### src/rtl/vlcp_pkg.sv
// ----------------------------------------------------------------------------
// vlcp_pkg
// Types and constants shared by the variable-length code packer modules.
// ----------------------------------------------------------------------------
package vlcp_pkg;

	localparam int DEF_SYMBOL_BITS   = 12;
	localparam int DEF_WORD_BITS     = 64;
	localparam int DEF_MAX_CODE_BITS = 32;

	localparam logic [15:0] BUFFER_WORDS_RESET = 16'hFFFF;

	typedef enum logic [1:0] {
		CMD_LOAD   = 2'd0,
		CMD_ENCODE = 2'd1,
		CMD_FINISH = 2'd2
	} cmd_t;

	typedef struct packed {
		logic [1:0]  cmd;
		logic [11:0] symbol;
		logic [31:0] code_bits;
		logic [5:0]  code_length;
	} sym_item_t;

	typedef struct packed {
		logic [63:0] packed_word;
		logic        is_final;
		logic [31:0] total_bits;
		logic        overflow;
	} word_item_t;

	typedef struct packed {
		logic valid;
		cmd_t cmd;
	} issue_t;

endpackage

### src/rtl/vlcp_packer.sv
// ----------------------------------------------------------------------------
// vlcp_packer
// Holds the looked-up item, merges its code into the current word, counts
// bits and words, and registers the emitted word.
// ----------------------------------------------------------------------------
module vlcp_packer #(
	parameter int WORD_BITS = 64,
	parameter int CODE_W    = 32,
	parameter int LEN_W     = 6
) (
	input  logic                clk,
	input  logic                arst_n,
	input  logic [15:0]         buffer_words,
	input  vlcp_pkg::issue_t    issue,
	output logic                s1_free,
	input  logic [CODE_W-1:0]   rd_code,
	input  logic [LEN_W-1:0]    rd_len,
	output logic                word_valid,
	input  logic                word_ready,
	output vlcp_pkg::word_item_t word_item
);
	import vlcp_pkg::*;

	localparam int POS_W = $clog2(WORD_BITS);
	localparam int SUM_W = POS_W + 1;
	localparam int CMB_W = WORD_BITS + CODE_W;

	logic                 v_s1;
	cmd_t                 cmd_s1;
	logic [WORD_BITS-1:0] cur_q;
	logic [POS_W-1:0]     bit_pos_q;
	logic [31:0]          total_q;
	logic [16:0]          words_q;
	logic                 out_valid_q;
	word_item_t           out_q;

	logic                 fire;
	logic [CMB_W-1:0]     combined;
	logic [SUM_W-1:0]     pos_sum;
	logic [WORD_BITS-1:0] word_or;
	logic                 word_full;
	logic [32:0]          total_sum;
	logic [31:0]          total_sat;
	logic [16:0]          words_inc;

	assign fire    = v_s1 && (!out_valid_q || word_ready);
	assign s1_free = !v_s1 || fire;

	always_comb begin
		combined  = CMB_W'(rd_code) << bit_pos_q;
		pos_sum   = SUM_W'(bit_pos_q) + SUM_W'(rd_len);
		word_or   = cur_q | combined[WORD_BITS-1:0];
		word_full = pos_sum >= SUM_W'(WORD_BITS);
		total_sum = {1'b0, total_q} + 33'(rd_len);
		total_sat = total_sum[32] ? '1 : total_sum[31:0];
		words_inc = (words_q == '1) ? words_q : words_q + 17'd1;
	end

	always_ff @(posedge clk or negedge arst_n) begin
		if (!arst_n) begin
			v_s1   <= 1'b0;
			cmd_s1 <= CMD_LOAD;
		end else if (issue.valid) begin
			v_s1   <= 1'b1;
			cmd_s1 <= issue.cmd;
		end else if (fire) begin
			v_s1   <= 1'b0;
		end
	end

	always_ff @(posedge clk or negedge arst_n) begin
		if (!arst_n) begin
			cur_q     <= '0;
			bit_pos_q <= '0;
			total_q   <= '0;
			words_q   <= '0;
		end else if (fire) begin
			case (cmd_s1)
				CMD_ENCODE: begin
					total_q <= total_sat;
					if (word_full) begin
						cur_q     <= WORD_BITS'(combined[CMB_W-1:WORD_BITS]);
						bit_pos_q <= POS_W'(pos_sum - SUM_W'(WORD_BITS));
						words_q   <= words_inc;
					end else begin
						cur_q     <= word_or;
						bit_pos_q <= pos_sum[POS_W-1:0];
					end
				end
				CMD_FINISH: begin
					cur_q     <= '0;
					bit_pos_q <= '0;
					total_q   <= '0;
					words_q   <= '0;
				end
				default: begin
				end
			endcase
		end
	end

	always_ff @(posedge clk or negedge arst_n) begin
		if (!arst_n) begin
			out_valid_q <= 1'b0;
		end else if (fire && (cmd_s1 == CMD_FINISH || word_full)) begin
			out_valid_q <= 1'b1;
		end else if (word_ready) begin
			out_valid_q <= 1'b0;
		end
	end

	always_ff @(posedge clk) begin
		if (fire) begin
			if (cmd_s1 == CMD_FINISH) begin
				out_q.packed_word <= 64'(cur_q);
				out_q.is_final    <= 1'b1;
				out_q.total_bits  <= total_q;
				out_q.overflow    <= words_q >= {1'b0, buffer_words};
			end else if (word_full) begin
				out_q.packed_word <= 64'(word_or);
				out_q.is_final    <= 1'b0;
				out_q.total_bits  <= total_sat;
				out_q.overflow    <= words_inc >= {1'b0, buffer_words};
			end
		end
	end

	assign word_valid = out_valid_q;
	assign word_item  = out_q;

endmodule

### config.mk
export PLATFORM = sky130hd
export DESIGN_NAME = vlcp_packer
export DESIGN_NICKNAME = d
export VERILOG_FILES = /design/src/rtl/vlcp_pkg.sv /design/src/rtl/vlcp_packer.sv
export SDC_FILE = /design/constraint.sdc
export NUM_CORES = 1
export LEC_CHECK = 0
export BUFFER_PORTS_ARGS = -buffer_cell sky130_fd_sc_hd__buf_2
export CAP_MARGIN = 20
export CORE_ASPECT_RATIO = 1.1
export CORE_MARGIN = 4
export CORE_UTILIZATION = 55
export DETAILED_ROUTE_END_ITERATION = 10
export PLACE_DENSITY_LB_ADDON = 0.1
export SKIP_LAST_GASP = 1
export SYNTH_ARGS = -nofsm -noshare
export SYNTH_HDL_FRONTEND = slang
export SYNTH_SLANG_ARGS = --single-unit
### constraint.sdc
create_clock -name clk -period 18 [get_ports clk]
set_clock_uncertainty 0.15 [all_clocks]
set_input_delay 3.6 -clock clk [delete_from_list [all_inputs] [get_ports clk]]
set_output_delay 3.6 -clock clk [all_outputs]
set_load 0.01 [all_outputs]
==> impl_table.tex <==
\begin{tabular}{lr}
\hline
Metric & Value \\
\hline
\multicolumn{2}{l}{\textbf{CTS}} \\
Max clock buf depth & 3 \\
Buffers inserted by post-CTS timing repair & 0 \\
CTS-repair resized insts & 0 \\
Source-to-sink clock delay at the later pin of the worst-skew pair & 520 ps \\
CTS root buffer & clkbuf\_16 \\
H-Tree Level Count & 1 \\
CTS Hold Buffers Added & 0 \\
TritonCTS clock tree & yes \\
Clk sinks & 221 \\
Clock transition at the registers of the reported paths & 60 ps \\
Number of clock buffers inserted by TritonCTS & 25 \\
\multicolumn{2}{l}{\textbf{Worst setup path}} \\
Startpoint types & primary input \\
WP data required & 14250 ps \\
Worst path arrival time & 4230 ps \\
Crit path cell chain & buf\_2 > nor2b\_1 > nand2\_1 > buf\_2 \\
Family of cells with the greatest summed delay on the critical path & simple AND/OR/NAND/NOR gates \\
Most repeated library cell on the critical path & buf\_2 \\
Buf+Inv Stages, Crit Path & 2 \\
Slowest stage cell, crit path & nor2b\_1 \\
Worst-path fanout max & 4 \\
CP Class & in2out \\
Crit path largest cell delay & 250 ps \\
Sort of element at the end of the critical path & output port \\
\multicolumn{2}{l}{\textbf{Layout}} \\
Area taken by flip-flops and latches & 6020 um\^{}2 \\
Most frequent cells in the layout & 158 x buf\_2, 121 x dfrtp\_1, 117 x nor2\_1, 117 x a21oi\_1, 110 x nand2\_1 \\
Count of inserted antenna diode cells & 0 \\
Leading cell type in the layout, fill and taps excluded & buf\_2 \\
Non-Filler Cell Area, Final & 15700 um\^{}2 \\
Total area of multi-input combinational cells & 7280 um\^{}2 \\
Synth-to-Final Area Change & 13.1\% \\
Total Nets Final & 1611 \\
Filler cell count in the final layout & 2054 \\
Layout cells sized above 1 & 19.7\% \\
\multicolumn{2}{l}{\textbf{Synthesis}} \\
Syn\_area\_per\_cell & 10.0 um\^{}2 \\
Cell Area, Synth & 13800 um\^{}2 \\
Total number of yosys warnings & 0 \\
Number of distinct library cells after synthesis & 84 \\
Top FF cell, synth & dfrtp\_1 \\
Share of the yosys chip area belonging to registers & 43.5\% \\
Number of enable flip-flop cells after synthesis & 98 \\
Post-synthesis net count & 1488 \\
Mapped Cells & 1379 \\
Post-synth ARST share & 55.7\% \\
Total of flip-flops plus latches after synthesis & 221 \\
\multicolumn{2}{l}{\textbf{Pwr}} \\
Power per Cell Area & 169 nW/um\^{}2 \\
Maximum resistive drop on vdd & 0.119 mV \\
Pleak & 6.63 nW \\
\multicolumn{2}{l}{\textbf{Timing}} \\
Portion of the clock cycle consumed by the worst path in the final layout & 44.3\% \\
Finish-stage setup viols & 0 \\
Number of pins with negative max-slew slack in the final report & 0 \\
Fin worst setup slack & 10020 ps \\
Highest clock rate & 125 MHz \\
Clock period minus final worst setup slack & 7980 ps \\
Slew at the pin with the worst max-slew slack & 1080 ps \\
Number of hold-slack violations in the final timing report & 0 \\
Max-Slew Margin vs Limit & 27.5\% \\
TNS Setup & 0 ps \\
RSZ-0062 raised after global routing & false \\
Post-route worst hold slack & 335 ps \\
\multicolumn{2}{l}{\textbf{GRT}} \\
Maximum number of pins on one net before global-route repair & 68 \\
Total global-route track usage & 28.2\% \\
Vias in the first global route & 11400 \\
Antenna violations before repair & 1 \\
Grt ovf & 0 \\
Global-route wire length before repair & 64200 um \\
\multicolumn{2}{l}{\textbf{Die}} \\
Floorplan row count & 60 \\
Die Outline Area & 27800 um\^{}2 \\
Die boundary width & 159 um \\
DIE HEIGHT & 174 um \\
Effective utilization at floorplan & 56.2\% \\
Number of top-level design ports & 160 \\
Core box area & 24600 um\^{}2 \\
\multicolumn{2}{l}{\textbf{Routing}} \\
Detailed-routed wire length on met2 & 18000 um \\
Detailed Routing Iterations Pass 1 & 6 \\
Post-Route M1 WL & 17700 um \\
Remaining antenna violation count & 0 \\
Highest metal used & met5 \\
Remaining routing DRC violations & 0 \\
Detail Route met3 WL & 3370 um \\
Vias per cell & 6.65 \\
Number of DRC violations after detailed-routing iteration 0 & 1636 \\
Via count of the routed design & 12200 \\
Total wirelength of the detailed-routed design & 40400 um \\
Wirelength per Cell & 22.1 um \\
\multicolumn{2}{l}{\textbf{Place}} \\
Routability congestion estimate from global placement & 1.00 \\
Setup Slack @ Placement & 10010 ps \\
Cell area reported after detailed placement & 14800 um\^{}2 \\
HPWL after DPL & 28000 um \\
Port bufs & 159 \\
\multicolumn{2}{l}{\textbf{Outcome}} \\
Result of the run & complete, no violations \\
\multicolumn{2}{l}{\textbf{Worst hold path}} \\
Hold crit path type & reg2reg \\
\multicolumn{2}{l}{\textbf{Run}} \\
Count of maximum capacitance violations & 0 \\
\hline
\end{tabular}
layer usage:
layer / up-vias / track usage (%)
li1: 5565 / -
met1: 5870 / 42.0
met2: 624 / 43.0
met3: 105 / 4.01
met4: 2 / 9.08
met5: - / 0
cell families (layout without fill, tap and decap cells):
| kind of cell | Yosys count | count (layout) | share of synthesized area (%) |
|---|---|---|---|
| DFF | 221 | 221 | 43.5 |
| muxes | 103 | 103 | 10.5 |
| xor gates and xnor gates | 20 | 20 | 1.27 |
| AOI/OAI and AO/OA | 472 | 472 | 22.9 |
| adders and majority gates | 49 | 49 | 4.54 |
| and+or+nand+nor | 389 | 389 | 13.2 |
| buffers and inverters | 125 | 266 | 4.14 |
Yosys cell counts (all sizes together) (5+ instances only):
| cell | instances | share of area, % |
|---|---|---|
| and3 | 12 | 0.54 |
| clkbuf | 54 | 1.7 |
| a311oi | 6 | 0.38 |
| inv | 42 | 1.1 |
| a21oi | 119 | 4.4 |
| a211oi | 23 | 1.3 |
| nor3 | 33 | 1.3 |
| buf | 28 | 1.3 |
| o21bai | 15 | 0.81 |
| and2 | 9 | 0.41 |
| nand2b | 8 | 0.36 |
| nor2b | 8 | 0.36 |
| xor2 | 9 | 0.57 |
| a32oi | 5 | 0.32 |
| and4 | 7 | 0.44 |
| o22ai | 25 | 1.1 |
| o22a | 10 | 0.63 |
| a31oi | 38 | 1.7 |
| dfrtp | 123 | 22 |
| nand3 | 36 | 1.3 |
| o211ai | 5 | 0.27 |
| ha | 47 | 4.2 |
| or3 | 7 | 0.32 |
| o31ai | 7 | 0.38 |
| a221o | 17 | 1.2 |
| o2bb2ai | 5 | 0.32 |
| a21o | 43 | 2.3 |
| xnor2 | 11 | 0.70 |
| nand4 | 23 | 1.1 |
| edfxtp | 98 | 21 |
| mux2i | 37 | 2.7 |
| a41oi | 5 | 0.32 |
| a22o | 9 | 0.57 |
| mux2 | 39 | 3.2 |
| nor2 | 118 | 3.2 |
| mux4 | 27 | 4.6 |
| nand2 | 110 | 3.0 |
| a22oi | 9 | 0.49 |
| o21ai | 76 | 2.7 |
| nor4 | 10 | 0.45 |
| o21a | 12 | 0.65 |
flip-flops by register name (all words and copies together) (netlist names):
register / count
v_s1: 1
cmd_s1: 2
words_q: 17
cur_q: 64
word_valid: 1
bit_pos_q: 6
word_item: 98
total_q: 32
power breakdown:
group / switching (W) / leakage, nW / internal (W)
logic: 0.000836 / 3.67 / 0.000471
clock network: 0.000207 / 0.430 / 0.000330
registers: 0.0000836 / 2.52 / 0.000725
worst reg2reg max path, stage by stage (launching register included):
cell       delay [ps]
dfrtp_1           600
ha_1              430
nor2_1            140
a2111oi_0         860
nand2_1           860
nand3_1           670
nor3_1             80
a221o_1           270
through the flow:
step / power, W / std cells / utilization, %
after CTS: 0.00263 / 1829 / 63.6
after detailed placement: 0.00207 / 1784 / 60.1
after global placement: 0.00206 / 1784 / 60.1
after floorplan: 0.00171 / 1379 / -
after global routing: 0.00280 / 1830 / 63.6
final: 0.00265 / 1830 / 63.6
final timing paths:
check | start | endpoint | slack [ps] | cells after the start
setup / recovery | word_ready | s1_free | 10020 | 4
hold / removal | cur_q[63] | cur_q[63] | 330 | 2
setup reg to reg | bit_pos_q[5] | cur_q[37] | 13830 | 7
hold reg to reg | cur_q[63] | cur_q[63] | 330 | 2
max in group asynchronous | arst_n | bit_pos_q[3] | 13210 | 2
min in group asynchronous | arst_n | cur_q[7] | 3010 | 1
cell type report:
type	instances	share of cell area (%)
multi-input cells	1033	46.5
clock buffers	32	4.43
repair buffers	178	5.99
clock inverters	13	1.13
flip-flops and latches	221	38.5
well taps	310	2.48
inverters	43	1.03
No activity file was read; power rests on OpenSTA's default activity.
